`src/hdl/upward_area_ratio_top_defines.svh`:
```
// upward_area_ratio_top_defines.svh: assertion macros for the upward area ratio block.
// Included by uar_seq and upward_area_ratio_top; depends on nothing.
`ifndef UPWARD_AREA_RATIO_TOP_DEFINES_SVH
`define UPWARD_AREA_RATIO_TOP_DEFINES_SVH
`ifndef ASSERT_OFF
`define UAR_ASSERT(lbl, clk_s, rst_s, prop) \
  lbl: assert property (@(posedge clk_s) disable iff (rst_s) prop) \
    else $error("upward_area_ratio assertion failed");
`define UAR_ASSERT_NEXT(lbl, clk_s, rst_s, ante, cons) \
  lbl: assert property (@(posedge clk_s) disable iff (rst_s) (ante) |=> (cons)) \
    else $error("upward_area_ratio assertion failed");
`else
`define UAR_ASSERT(lbl, clk_s, rst_s, prop)
`define UAR_ASSERT_NEXT(lbl, clk_s, rst_s, ante, cons)
`endif
`endif

```
`src/hdl/uar_pkg.sv`:
```
// uar_pkg: widths, sequencer types and the multiply schedule of the upward area ratio block.
// Used by every module of the block; depends on nothing.
package uar_pkg;

  localparam int CoordW = 16;
  localparam int EdgeW  = 17;
  localparam int MulW   = 18;
  localparam int ProdW  = 36;
  localparam int CrossW = 35;
  localparam int MagW   = 34;
  localparam int HalfW  = 17;
  localparam int RadW   = 68;
  localparam int RootW  = 34;
  localparam int SumW   = 52;
  localparam int SubW   = 54;
  localparam int RatioW = 17;
  localparam int ThrW   = 15;
  localparam int StepW  = 6;
  localparam int CompW  = 2;

  localparam logic [ThrW-1:0]  THRESH_RESET = 15'd11469;
  localparam logic [StepW-1:0] MUL_LAST  = 6'd15;
  localparam logic [StepW-1:0] ROOT_LAST = 6'd33;
  localparam logic [StepW-1:0] DIV_LAST  = 6'd16;

  typedef enum logic [5:0] {
    ST_IDLE = 6'b000001,
    ST_MUL  = 6'b000010,
    ST_ROOT = 6'b000100,
    ST_ACC  = 6'b001000,
    ST_DIV  = 6'b010000,
    ST_OUT  = 6'b100000
  } state_t;

  typedef struct packed {
    state_t           state;
    logic [StepW-1:0] step;
    logic             accept;
    logic             out_load;
  } ctrl_t;

  typedef enum logic [2:0] {
    OP_UX, OP_UY, OP_UZ, OP_VX, OP_VY, OP_VZ, OP_HI, OP_LO
  } mul_op_t;

  typedef enum logic [2:0] {
    ACT_NONE, ACT_SET, ACT_SUB, ACT_SQ_HI, ACT_SQ_MID, ACT_SQ_LO
  } acc_act_t;

  typedef struct packed {
    mul_op_t          op_a;
    mul_op_t          op_b;
    logic [CompW-1:0] comp;
  } mul_plan_t;

  typedef struct packed {
    acc_act_t         act;
    logic [CompW-1:0] comp;
  } acc_plan_t;

  // operands issued to the multiplier at each step of the multiply phase
  function automatic mul_plan_t issue_plan(input logic [StepW-1:0] step);
    mul_plan_t p;
    p = '{op_a: OP_UX, op_b: OP_UX, comp: 2'd0};
    unique case (step)
      6'd0:  p = '{op_a: OP_UY, op_b: OP_VZ, comp: 2'd0};
      6'd1:  p = '{op_a: OP_UZ, op_b: OP_VY, comp: 2'd0};
      6'd2:  p = '{op_a: OP_UZ, op_b: OP_VX, comp: 2'd0};
      6'd3:  p = '{op_a: OP_UX, op_b: OP_VZ, comp: 2'd0};
      6'd4:  p = '{op_a: OP_UX, op_b: OP_VY, comp: 2'd0};
      6'd5:  p = '{op_a: OP_UY, op_b: OP_VX, comp: 2'd0};
      6'd6:  p = '{op_a: OP_HI, op_b: OP_HI, comp: 2'd0};
      6'd7:  p = '{op_a: OP_HI, op_b: OP_LO, comp: 2'd0};
      6'd8:  p = '{op_a: OP_LO, op_b: OP_LO, comp: 2'd0};
      6'd9:  p = '{op_a: OP_HI, op_b: OP_HI, comp: 2'd1};
      6'd10: p = '{op_a: OP_HI, op_b: OP_LO, comp: 2'd1};
      6'd11: p = '{op_a: OP_LO, op_b: OP_LO, comp: 2'd1};
      6'd12: p = '{op_a: OP_HI, op_b: OP_HI, comp: 2'd2};
      6'd13: p = '{op_a: OP_HI, op_b: OP_LO, comp: 2'd2};
      6'd14: p = '{op_a: OP_LO, op_b: OP_LO, comp: 2'd2};
      default: p = '{op_a: OP_UX, op_b: OP_UX, comp: 2'd0};
    endcase
    return p;
  endfunction

  // use of the product issued one step earlier
  function automatic acc_plan_t consume_plan(input logic [StepW-1:0] step);
    acc_plan_t p;
    p = '{act: ACT_NONE, comp: 2'd0};
    unique case (step)
      6'd1:  p = '{act: ACT_SET,    comp: 2'd0};
      6'd2:  p = '{act: ACT_SUB,    comp: 2'd0};
      6'd3:  p = '{act: ACT_SET,    comp: 2'd1};
      6'd4:  p = '{act: ACT_SUB,    comp: 2'd1};
      6'd5:  p = '{act: ACT_SET,    comp: 2'd2};
      6'd6:  p = '{act: ACT_SUB,    comp: 2'd2};
      6'd7:  p = '{act: ACT_SQ_HI,  comp: 2'd0};
      6'd8:  p = '{act: ACT_SQ_MID, comp: 2'd0};
      6'd9:  p = '{act: ACT_SQ_LO,  comp: 2'd0};
      6'd10: p = '{act: ACT_SQ_HI,  comp: 2'd1};
      6'd11: p = '{act: ACT_SQ_MID, comp: 2'd1};
      6'd12: p = '{act: ACT_SQ_LO,  comp: 2'd1};
      6'd13: p = '{act: ACT_SQ_HI,  comp: 2'd2};
      6'd14: p = '{act: ACT_SQ_MID, comp: 2'd2};
      6'd15: p = '{act: ACT_SQ_LO,  comp: 2'd2};
      default: p = '{act: ACT_NONE, comp: 2'd0};
    endcase
    return p;
  endfunction

endpackage

```
`src/hdl/uar_mul.sv`:
```
// uar_mul: shared signed 18x18 multiplier with a registered product.
// Depends on uar_pkg.
module uar_mul
  import uar_pkg::*;
(
  input  logic                    clk,
  input  logic signed [MulW-1:0]  a,
  input  logic signed [MulW-1:0]  b,
  output logic signed [ProdW-1:0] p
);

  always_ff @(posedge clk) begin
    p <= a * b;
  end

endmodule

```
`src/hdl/uar_cmpsub.sv`:
```
// uar_cmpsub: shared compare-and-subtract step for the square root and the ratio divide.
// Depends on uar_pkg.
module uar_cmpsub
  import uar_pkg::*;
(
  input  logic [SubW-1:0] a,
  input  logic [SubW-1:0] b,
  output logic            ge,
  output logic [SubW-1:0] diff
);

  logic [SubW:0] wide;

  assign wide = {1'b0, a} - {1'b0, b};
  assign ge   = ~wide[SubW];
  assign diff = wide[SubW-1:0];

endmodule

```
`src/hdl/uar_seq.sv`:
```
// uar_seq: steps a triangle through multiply, root, sum; last adds divide, output.
// Depends on uar_pkg and upward_area_ratio_top_defines.svh.
`include "upward_area_ratio_top_defines.svh"

module uar_seq
  import uar_pkg::*;
(
  input  logic  clk,
  input  logic  rst,
  input  logic  in_valid,
  input  logic  last_face,
  input  logic  out_free,
  output ctrl_t ctrl
);

  state_t           state, state_next;
  logic [StepW-1:0] step, step_next;
  logic             last;
  logic             accept;

  assign accept = (state == ST_IDLE) && in_valid;

  always_comb begin
    state_next = state;
    step_next  = step + 1'b1;
    unique case (state)
      ST_IDLE: begin
        step_next = '0;
        if (in_valid) state_next = ST_MUL;
      end
      ST_MUL: begin
        if (step == MUL_LAST) begin
          state_next = ST_ROOT;
          step_next  = '0;
        end
      end
      ST_ROOT: begin
        if (step == ROOT_LAST) begin
          state_next = ST_ACC;
          step_next  = '0;
        end
      end
      ST_ACC: begin
        step_next  = '0;
        state_next = last ? ST_DIV : ST_IDLE;
      end
      ST_DIV: begin
        if (step == DIV_LAST) begin
          state_next = ST_OUT;
          step_next  = '0;
        end
      end
      ST_OUT: begin
        step_next = '0;
        if (out_free) state_next = ST_IDLE;
      end
      default: begin
        state_next = ST_IDLE;
        step_next  = '0;
      end
    endcase
  end

  always_ff @(posedge clk) begin
    if (rst) begin
      state <= ST_IDLE;
      step  <= '0;
      last  <= 1'b0;
    end else begin
      state <= state_next;
      step  <= step_next;
      if (accept) last <= last_face;
    end
  end

  assign ctrl.state    = state;
  assign ctrl.step     = step;
  assign ctrl.accept   = accept;
  assign ctrl.out_load = (state == ST_OUT) && out_free;

  `UAR_ASSERT_NEXT(a_accept_starts_mul, clk, rst, accept, state == ST_MUL && step == '0)
  `UAR_ASSERT(a_load_only_on_last, clk, rst, ctrl.out_load |-> last)

endmodule

```
`src/hdl/upward_area_ratio_top.sv`:
```
// upward_area_ratio_top: triangle area accumulation and usable-area ratio, top level.
// Depends on uar_pkg, uar_mul, uar_cmpsub, uar_seq and upward_area_ratio_top_defines.svh.
//
//   channel  | handshake            | fields
//   ---------+----------------------+-----------------------------------------------
//   in       | in_valid / in_ready  | ax ay az bx by_coord bz cx cy cz normal_z last_face
//   out      | out_valid / out_ready| ratio empty_mesh
//   cfg      | cfg_we               | cfg_wdata (slope_threshold)
//
// Ready drops at an accept and returns only when the triangle is done, so triangles do not overlap:
// the shared 18x18 multiplier forms the cross product, then its squares in 17-bit halves;
// the shared compare-subtract unit takes the square root; then the sums are updated.
// A last triangle adds a divide on the same compare-subtract unit and one output load.
// Reset is synchronous; the sums clear to zero and the threshold returns to 11469.
// A held output word stalls only a last triangle, which waits before loading its result.
`include "upward_area_ratio_top_defines.svh"

module upward_area_ratio_top
  import uar_pkg::*;
(
  input  logic                     clk,
  input  logic                     rst,
  input  logic                     cfg_we,
  input  logic [ThrW-1:0]          cfg_wdata,
  input  logic                     in_valid,
  output logic                     in_ready,
  input  logic signed [CoordW-1:0] ax,
  input  logic signed [CoordW-1:0] ay,
  input  logic signed [CoordW-1:0] az,
  input  logic signed [CoordW-1:0] bx,
  input  logic signed [CoordW-1:0] by_coord,
  input  logic signed [CoordW-1:0] bz,
  input  logic signed [CoordW-1:0] cx,
  input  logic signed [CoordW-1:0] cy,
  input  logic signed [CoordW-1:0] cz,
  input  logic signed [CoordW-1:0] normal_z,
  input  logic                     last_face,
  output logic                     out_valid,
  input  logic                     out_ready,
  output logic [RatioW-1:0]        ratio,
  output logic                     empty_mesh
);

  ctrl_t ctrl;
  logic  out_free;

  logic [ThrW-1:0] slope_threshold;

  logic signed [EdgeW-1:0]  ux, uy, uz, vx, vy, vz;
  logic                     usable;
  logic signed [ProdW-1:0]  kacc;
  logic signed [CrossW-1:0] kc [3];
  logic [RadW-1:0]          rad;
  logic [SubW-1:0]          rem;
  logic [RootW-1:0]         qr;
  logic [SumW-1:0]          total_sum, usable_sum;

  mul_plan_t                iplan;
  acc_plan_t                cplan;
  logic signed [CrossW-1:0] k_sel;
  logic [CrossW-1:0]        k_abs;
  logic [MagW-1:0]          mag;
  logic signed [MulW-1:0]   mul_a, mul_b;
  logic signed [ProdW-1:0]  prod;
  logic [MagW-1:0]          sq;

  logic [SubW-1:0] cs_a, cs_b, cs_diff;
  logic            cs_ge;

  logic [SumW:0]   total_add, usable_add;

  uar_seq u_seq (
    .clk       (clk),
    .rst       (rst),
    .in_valid  (in_valid),
    .last_face (last_face),
    .out_free  (out_free),
    .ctrl      (ctrl)
  );

  assign in_ready = (ctrl.state == ST_IDLE);
  assign out_free = ~out_valid | out_ready;

  always_ff @(posedge clk) begin
    if (rst) begin
      slope_threshold <= THRESH_RESET;
    end else if (cfg_we) begin
      slope_threshold <= cfg_wdata;
    end
  end

  // multiplier operand selection
  assign iplan = issue_plan(ctrl.step);
  assign cplan = consume_plan(ctrl.step);
  assign k_sel = kc[iplan.comp];
  assign k_abs = k_sel[CrossW-1] ? $unsigned(-k_sel) : $unsigned(k_sel);
  assign mag   = k_abs[MagW-1:0];

  always_comb begin
    case (iplan.op_a)
      OP_UX:   mul_a = {ux[EdgeW-1], ux};
      OP_UY:   mul_a = {uy[EdgeW-1], uy};
      OP_UZ:   mul_a = {uz[EdgeW-1], uz};
      OP_VX:   mul_a = {vx[EdgeW-1], vx};
      OP_VY:   mul_a = {vy[EdgeW-1], vy};
      OP_VZ:   mul_a = {vz[EdgeW-1], vz};
      OP_HI:   mul_a = {1'b0, mag[MagW-1:HalfW]};
      OP_LO:   mul_a = {1'b0, mag[HalfW-1:0]};
      default: mul_a = '0;
    endcase
    case (iplan.op_b)
      OP_UX:   mul_b = {ux[EdgeW-1], ux};
      OP_UY:   mul_b = {uy[EdgeW-1], uy};
      OP_UZ:   mul_b = {uz[EdgeW-1], uz};
      OP_VX:   mul_b = {vx[EdgeW-1], vx};
      OP_VY:   mul_b = {vy[EdgeW-1], vy};
      OP_VZ:   mul_b = {vz[EdgeW-1], vz};
      OP_HI:   mul_b = {1'b0, mag[MagW-1:HalfW]};
      OP_LO:   mul_b = {1'b0, mag[HalfW-1:0]};
      default: mul_b = '0;
    endcase
  end

  uar_mul u_mul (
    .clk (clk),
    .a   (mul_a),
    .b   (mul_b),
    .p   (prod)
  );

  assign sq = prod[MagW-1:0];

  // shared compare-subtract: root step or divide step
  always_comb begin
    if (ctrl.state == ST_ROOT) begin
      cs_a = {17'b0, rem[34:0], rad[RadW-1:RadW-2]};
      cs_b = {18'b0, qr, 2'b01};
    end else if (ctrl.step == '0) begin
      cs_a = {2'b0, usable_sum};
      cs_b = {2'b0, total_sum};
    end else begin
      cs_a = {rem[SubW-2:0], 1'b0};
      cs_b = {2'b0, total_sum};
    end
  end

  uar_cmpsub u_cmpsub (
    .a    (cs_a),
    .b    (cs_b),
    .ge   (cs_ge),
    .diff (cs_diff)
  );

  assign total_add  = {1'b0, total_sum}  + {{(SumW+1-RootW){1'b0}}, qr};
  assign usable_add = {1'b0, usable_sum} + {{(SumW+1-RootW){1'b0}}, qr};

  always_ff @(posedge clk) begin
    if (ctrl.accept) begin
      ux     <= {cx[CoordW-1], cx} - {ax[CoordW-1], ax};
      uy     <= {cy[CoordW-1], cy} - {ay[CoordW-1], ay};
      uz     <= {cz[CoordW-1], cz} - {az[CoordW-1], az};
      vx     <= {bx[CoordW-1], bx} - {ax[CoordW-1], ax};
      vy     <= {by_coord[CoordW-1], by_coord} - {ay[CoordW-1], ay};
      vz     <= {bz[CoordW-1], bz} - {az[CoordW-1], az};
      usable <= normal_z > $signed({1'b0, slope_threshold});
      rad    <= '0;
      rem    <= '0;
      qr     <= '0;
    end else begin
      unique case (ctrl.state)
        ST_MUL: begin
          case (cplan.act)
            ACT_SET:    kacc <= prod;
            ACT_SUB:    kc[cplan.comp] <= CrossW'(kacc - prod);
            ACT_SQ_HI:  rad <= rad + {sq, 34'b0};
            ACT_SQ_MID: rad <= rad + {16'b0, sq, 18'b0};
            ACT_SQ_LO:  rad <= rad + {34'b0, sq};
            default:    ;
          endcase
        end
        ST_ROOT: begin
          rad <= {rad[RadW-3:0], 2'b00};
          rem <= cs_ge ? cs_diff : cs_a;
          qr  <= {qr[RootW-2:0], cs_ge};
        end
        ST_ACC: begin
          rem <= '0;
          qr  <= '0;
        end
        ST_DIV: begin
          rem <= cs_ge ? cs_diff : cs_a;
          qr  <= {qr[RootW-2:0], cs_ge};
        end
        default: ;
      endcase
    end
  end

  // area sums, saturating
  always_ff @(posedge clk) begin
    if (rst) begin
      total_sum  <= '0;
      usable_sum <= '0;
    end else if (ctrl.out_load) begin
      total_sum  <= '0;
      usable_sum <= '0;
    end else if (ctrl.state == ST_ACC) begin
      total_sum <= total_add[SumW] ? '1 : total_add[SumW-1:0];
      if (usable) usable_sum <= usable_add[SumW] ? '1 : usable_add[SumW-1:0];
    end
  end

  // output word register
  always_ff @(posedge clk) begin
    if (rst) begin
      out_valid <= 1'b0;
    end else if (ctrl.out_load) begin
      out_valid <= 1'b1;
    end else if (out_ready) begin
      out_valid <= 1'b0;
    end
  end

  always_ff @(posedge clk) begin
    if (ctrl.out_load) begin
      empty_mesh <= (total_sum == '0);
      ratio      <= (total_sum == '0) ? '0 : qr[RatioW-1:0];
    end
  end

  `UAR_ASSERT(a_usable_within_total, clk, rst, usable_sum <= total_sum)
  `UAR_ASSERT(a_root_rem_bound, clk, rst, ctrl.state == ST_ROOT |-> rem[SubW-1:35] == '0)
  `UAR_ASSERT(a_empty_gives_zero, clk, rst, out_valid && empty_mesh |-> ratio == '0)
  `UAR_ASSERT(a_ratio_at_most_one, clk, rst, out_valid && ratio[RatioW-1] |-> ratio[RatioW-2:0] == '0)

endmodule
```
`config.mk`:
```
export PLATFORM = sky130hd
export DESIGN_NAME = upward_area_ratio_top
export DESIGN_NICKNAME = d
export VERILOG_FILES = /design/src/hdl/uar_pkg.sv /design/src/hdl/uar_mul.sv /design/src/hdl/uar_cmpsub.sv /design/src/hdl/uar_seq.sv /design/src/hdl/upward_area_ratio_top.sv
export VERILOG_INCLUDE_DIRS = /design/src /design/src/hdl
export SDC_FILE = /design/constraint.sdc
export NUM_CORES = 2
export LEC_CHECK = 0
export ABC_CLOCK_PERIOD_IN_PS = 11830
export BUFFER_PORTS_ARGS = -buffer_cell sky130_fd_sc_hd__buf_2
export CORE_MARGIN = 2
export CORE_UTILIZATION = 45
export CTS_CLUSTER_DIAMETER = 100
export CTS_CLUSTER_SIZE = 20
export DETAILED_ROUTE_END_ITERATION = 6
export SETUP_SLACK_MARGIN = 0.02
export SYNTH_ARGS = -nofsm -noshare
export SYNTH_HDL_FRONTEND = slang
export SYNTH_SLANG_ARGS = --single-unit
```
`constraint.sdc`:
```
create_clock -name clk -period 11.83 [get_ports clk]
set_clock_uncertainty 0.05 [all_clocks]
set_input_delay 0.5915 -clock clk [delete_from_list [all_inputs] [get_ports clk]]
set_output_delay 0.5915 -clock clk [all_outputs]
set_load 0.02 [all_outputs]
```
### Word-level counts from Yosys, hierarchy flattened

Memory sizes are Yosys's and may differ from the RTL's. A register that Yosys moved wholly into a read port is not among the register bits.
Cells that the tools add are included.

| operators by class | value |
|---|---|
| add/sub/neg operators | 15 |
| order comparisons | 1 |
| eq/ne operators | 34 |
| bitwise logic cells | 4 |
| reductions and logical operators | 16 |
| muxes and demuxes | 34 |
| multiply operators | 1 |

Operators with widths:

| kind | count |
|---|---|
| $pmux 18 s8 | 2 |
| $pmux 68 s3 | 1 |
| $mux 52 | 3 |
| $pmux 68 s2 | 1 |
| $mux 54 | 2 |
| $add 52x34->53 | 2 |
| $pmux 53 s2 | 1 |
| $sub 16x16->17 | 6 |
| $add 68x34->68 | 1 |
| $add 68x52->68 | 1 |
| $add 68x68->68 | 1 |
| $pmux 34 s2 | 1 |
| $sub 54x52->55 | 1 |
| $mux 53 | 1 |
| $logic_not 52->1 | 1 |
| $mux 6 | 8 |
| $pmux 6 s6 | 1 |
| $mul 18x18->35 | 1 |
| $sub 35x35->35 | 1 |
| $mux 34 | 1 |
| $neg 34->34 | 1 |
| $eq 3x3->1 const B | 10 |
| $eq 3x2->1 const B | 6 |
| $pmux 6 s3 | 1 |
| 27 further kinds | 50 |

| storage, ports and cells | value |
|---|---|
| bits in registers | 479 |
| memories kept | 3 |
| RAM bits | 105 |
| memory bits (read-only) | 208 |
| input port bits | 181 |
| logic and storage cells | 129 |
| output and inout port bits | 20 |

Memory list:

| memory | depth | width | rd ports | clocked after memory_dff | wr ports | RTL line | text |
|---|---|---|---|---|---|---|---|
| (name not given) | 16 | 8 | 1 | 1 | 0 | uar_pkg.sv:65 | `unique case (step)` |
| kc | 3 | 35 | 1 | 0 | 1 | upward_area_ratio_top.sv:52 | `logic signed [CrossW-1:0] kc [3];` |
| (name not given) | 16 | 5 | 1 | 1 | 0 | uar_pkg.sv:90 | `unique case (step)` |

### Depth between registers and ports, before layout

| depth | value |
|---|---|
| depth after elaboration | 7 |
| depth in mapped cells | 40 |
| gate-level depth less buffers | 37 |

### Modules after synthesis

From an unflattened synthesis, not the netlist that was laid out.

| unflattened totals | value |
|---|---|
| cells, all modules | 6919 |
| area, all modules | 57855.5 um^2 |

Modules (own cells, without submodules):

| module | area each (um^2) | times used | cells each |
|---|---|---|---|
| upward_area_ratio_top | 40736.6 | 1 | 4924 |
| uar_mul | 12974.9 | 1 | 1398 |
| uar_cmpsub | 3438.3 | 1 | 515 |
| uar_seq | 705.7 | 1 | 82 |

### Worst setup path after synthesis

No wires, ideal clock.

| path | value |
|---|---|
| path kind | flip-flop to flip-flop |
| start | reg u_seq.step[5] |
| end | reg u_mul.p[34] |
| cell stages (with the launch flop) | 38 |
| setup slack | 2699 ps |
| period minus slack after synthesis | 9131 ps |
| arrival | 8961 ps |
| cell sequence | dfxtp_1 > buf_6 > or3b_1 > buf_2 > buf_1 > clkbuf_1 > o21ai_0 > ha_1 > nor4b_2 > and3_1 > a21oi_1 > xnor2_1 > and2_1 > o22ai_1 > inv_1 > clkbuf_1 > and2_1 > fa_1 > [... 2 more ...] > fa_1 > inv_1 > fa_1 > fa_1 > inv_1 > fa_1 > inv_1 > ha_1 > a21o_1 > a21oi_1 > nand3b_1 > or3_1 > a31o_2 > a21oi_1 > o21ai_0 > a311oi_1 > o21ai_0 > xnor2_1 |

| on the way | value |
|---|---|
| word-level cells in the longest chain between the ends | 7 |
| elaborated cells between the ends (all ways) | 24 |
| classes of those cells | add/sub: 1; mul: 1; eq/ne: 14; mux: 4; reduce/logical: 3; memory: 1 |

RTL lines:

| item | RTL line | text |
|---|---|---|
| start: declaration | uar_seq.sv:17 | `logic [StepW-1:0] step, step_next;` |
| start signal: assignment | uar_seq.sv:71 | `step <= step_next;` |
| $logic_not 2->1 * | uar_pkg.sv:65 |  |
| $mux 8 * | uar_pkg.sv:65 |  |
| $mem_v2 3x35 | - |  |
| $neg 34->34 | upward_area_ratio_top.sv:96 | `assign k_abs = k_sel[CrossW-1] ? $unsigned(-k_sel) : $unsigned(k_sel);` |
| $mux 34 | upward_area_ratio_top.sv:96 |  |
| $pmux 18 s8, on equally long branches | upward_area_ratio_top.sv:100, upward_area_ratio_top.sv:111 |  |
| $mul 18x18->35 * | uar_mul.sv:13 | `p <= a * b;` |
| end signal: assignment | uar_mul.sv:13 |  |
| end: declaration | uar_mul.sv:9 | `output logic signed [ProdW-1:0] p` |

Mark *: on every way between the ends. The rest lies on a longest branch, timed or not.
A chain may end at the register's enable or synchronous reset.

==> results.json <==
{
  "finalSetupTns_ns": 0,
  "worstSkewPairLatency_ns": 0.67,
  "synth_cell_types": 94,
  "cp.required_ns": 12.31,
  "crit_path_max_fanout": 20,
  "dp_hpwl_um": 142000,
  "row_count": 130,
  "firstDrtPassIters": 7,
  "first_global_vias": 48547,
  "drc": 1,
  "violations": "DRC",
  "async_flop_share": 0,
  "arrival_ns": 11.09,
  "drt-initial-drc-count": 4890,
  "fillers": 12233,
  "hp-class": "in2reg",
  "cts.repair.resized": 0,
  "worstSetupPathDepth": 33,
  "slew_headroom": 0.187,
  "syn_to_final_growth_pct": 7.43,
  "ys_seq_elements": 597,
  "place_congestion": 0.941,
  "antenna_found_initial": 9,
  "drv_cap": 0,
  "holdCritStartpoint": "cfg_wdata[2]",
  "syn_area_mm2": 0.0567,
  "hold_buffers": 0,
  "synth.top_cell.area_share": 0.138,
  "routed_wl_um": 187000,
  "synthFlopType": "dfxtp_1",
  "min_delay_path_depth": 3,
  "yosysSeqAreaShare": 0.257,
  "via_per_inst": 5.96,
  "finalHoldViolations": 0,
  "min_to": "slope_threshold[2]",
  "postSynthCellCount": 6816,
  "mostFrequentLayoutCell": "inv_1",
  "fin_crit_ns": 10.61,
  "synth_edf_count": 261,
  "startpoint_type": "register",
  "fp.dieW_um": 359,
  "critical-path-top-delay-family": "adder cells",
  "status": "finished, violations left",
  "fin_crit_sh": 0.897,
  "path_class": "reg2reg",
  "final_layout_size_suffix_gt1_frac": 0.0667,
  "grt_pass1_wl_um": 287000,
  "clock-sinks": 597,
  "final_cell_mix": "711 x inv_1, 702 x nand2_1, 591 x a21oi_1",
  "worst-path-buf-inv": 6,
  "r2r_cells": 33,
  "start_util": 0.452,
  "die_area_mm2": 0.129,
  "grt_max_degree": 130,
  "clk_pin_slew_ns": 0.09,
  "grt_use_total": 0.281,
  "cts_buffer_depth": 3,
  "worstSetupEndpointType": "register",
  "avgRoutedWirePerCell_um": 21.8,
  "io_buffers": 200,
  "overflow": 0,
  "vias": 50962,
  "syn_avg_cell_area_um2": 8.32,
  "cts_root_buf": "clkbuf_16",
  "tightest_slew_ns": 1.22,
  "slowest_delay_ns": 0.71,
  "max_clock_freq_mhz": 94.2,
  "post-route-util": 0.486,
  "crit_path_top_delay_cell": "or3b_1",
  "finalSetupViolCount": 0,
  "yosys_warnings": 0,
  "ys_top_cells_by_area": "edfxtp_1 14%, dfxtp_1 12%, fa_1 12%, ha_1 10%, a21oi_1 5.2%",
  "synth_fp_nets": 7801,
  "synth_top_cell_by_area": "edfxtp_1",
  "rsz0062_at_grt": "no",
  "ant_nets": 0,
  "nets": 7853,
  "core_mm2": 0.125,
  "htreeDepth": 2,
  "timing.rr.end": "u_mul.p[34]",
  "die-height_um": 359,
  "pin_count": 201,
  "cts_tree": "built",
  "post_cts_buffers": 0,
  "r2r_slack_ns": 1.22,
  "cts-buffers-inserted": 43,
  "maxSlewViolCount": 0
}
## cell usage after synthesis (all sizes together), types with 21 or more instances
library cell  number
inv              712
nand2            704
a21oi            592
nor2             577
ha               468
o21ai            407
dfxtp            336
fa               336
edfxtp           261
clkbuf           242
xnor2            237
a21o             164
nand3            157
xor2             132
nor3             109
a31oi             98
nor2b             94
and2              83
mux2i             69
o211ai            69
a211oi            65
nand2b            65
and3              64
o21a              54
o21bai            52
a221oi            50
a21boi            45
buf               43
nand4             43
a22oi             35
nor4              34
o221ai            31
mux2              27
or3               27
a41oi             21
or2               21
## worst max path at each step
stage,endpoint
CTS,u_mul.p[34]
detailed placement,u_mul.p[34]
global route,u_mul.p[34]
finish,u_mul.p[34]
floorplan,u_mul.p[34]
global placement,u_mul.p[34]
## cells by family (layout without fill, tap and decap cells)
family	after synthesis	in the layout	share of synthesized area
XOR/XNOR	369	369	0.0570
flip-flops	597	597	0.257
other	0	4	0
adder cells (fa/ha/maj)	804	804	0.222
AO/OA/AOI/OAI	1900	1900	0.213
AND/OR/NAND/NOR	2052	2052	0.167
multiplexers	96	96	0.0175
buffers and inverters	998	1075	0.0669
## per-layer routing
metal	GRT usage	up-vias	part of all wire
li1	-	23957	-
met1	0.401	24877	0.45
met2	0.438	1829	0.44
met3	0.0410	299	0.071
met4	0.0876	0	0.033
met5	0	-	0
## worst register-to-register path: cells and delay by family, from the launching register on
| kind | cells | cell delay (ns) |
|---|---|---|
| AOI/OAI and AO/OA | 10 | 2.86 |
| buffers and inverters | 6 | 0.73 |
| DFF | 1 | 0.57 |
| xor gates and xnor gates | 2 | 0.32 |
| adders and majority gates | 8 | 3.62 |
| and+or+nand+nor | 7 | 2.35 |
## through the flow
step	instance area, µm²	setup slack [ns]	cells	hold slack (ns)
2_1_floorplan	56700	2.70	6816	0.370
3_5_place_dp	59500	1.32	8473	0.395
6_report	60900	1.22	8547	0.118
3_3_place_gp	59500	1.57	8473	0.386
4_1_cts	60900	1.28	8543	0.0837
5_1_grt	60900	0.430	8543	0.117
## layout make-up
class                   count  area (µm²)  share of cell area
clock inverters            14         185             0.00304
inverters                 713        2680              0.0440
multi-input cells        5221       38500               0.632
well taps                1650        2060              0.0339
diodes                      4        10.0            0.000164
clock buffers              56        1200              0.0197
flip-flops and latches    597       14600               0.239
repair buffers            292        1700              0.0280
## state kept, by name, indices dropped and copies added (netlist names), 6 cells and up, named ones only
signal,flops
kacc,35
kc,105
qr,34
rad,68
ratio,17
rem,53
slope_threshold,15
total_sum,52
u_mul.p,35
u_seq.state,6
u_seq.step,6
usable_sum,52
ux,17
uy,17
uz,17
vx,17
vy,17
vz,17
Power is left out: the tool's default activity adds up to more than one toggle a clock period on the data nets, which glitch-free logic cannot reach.
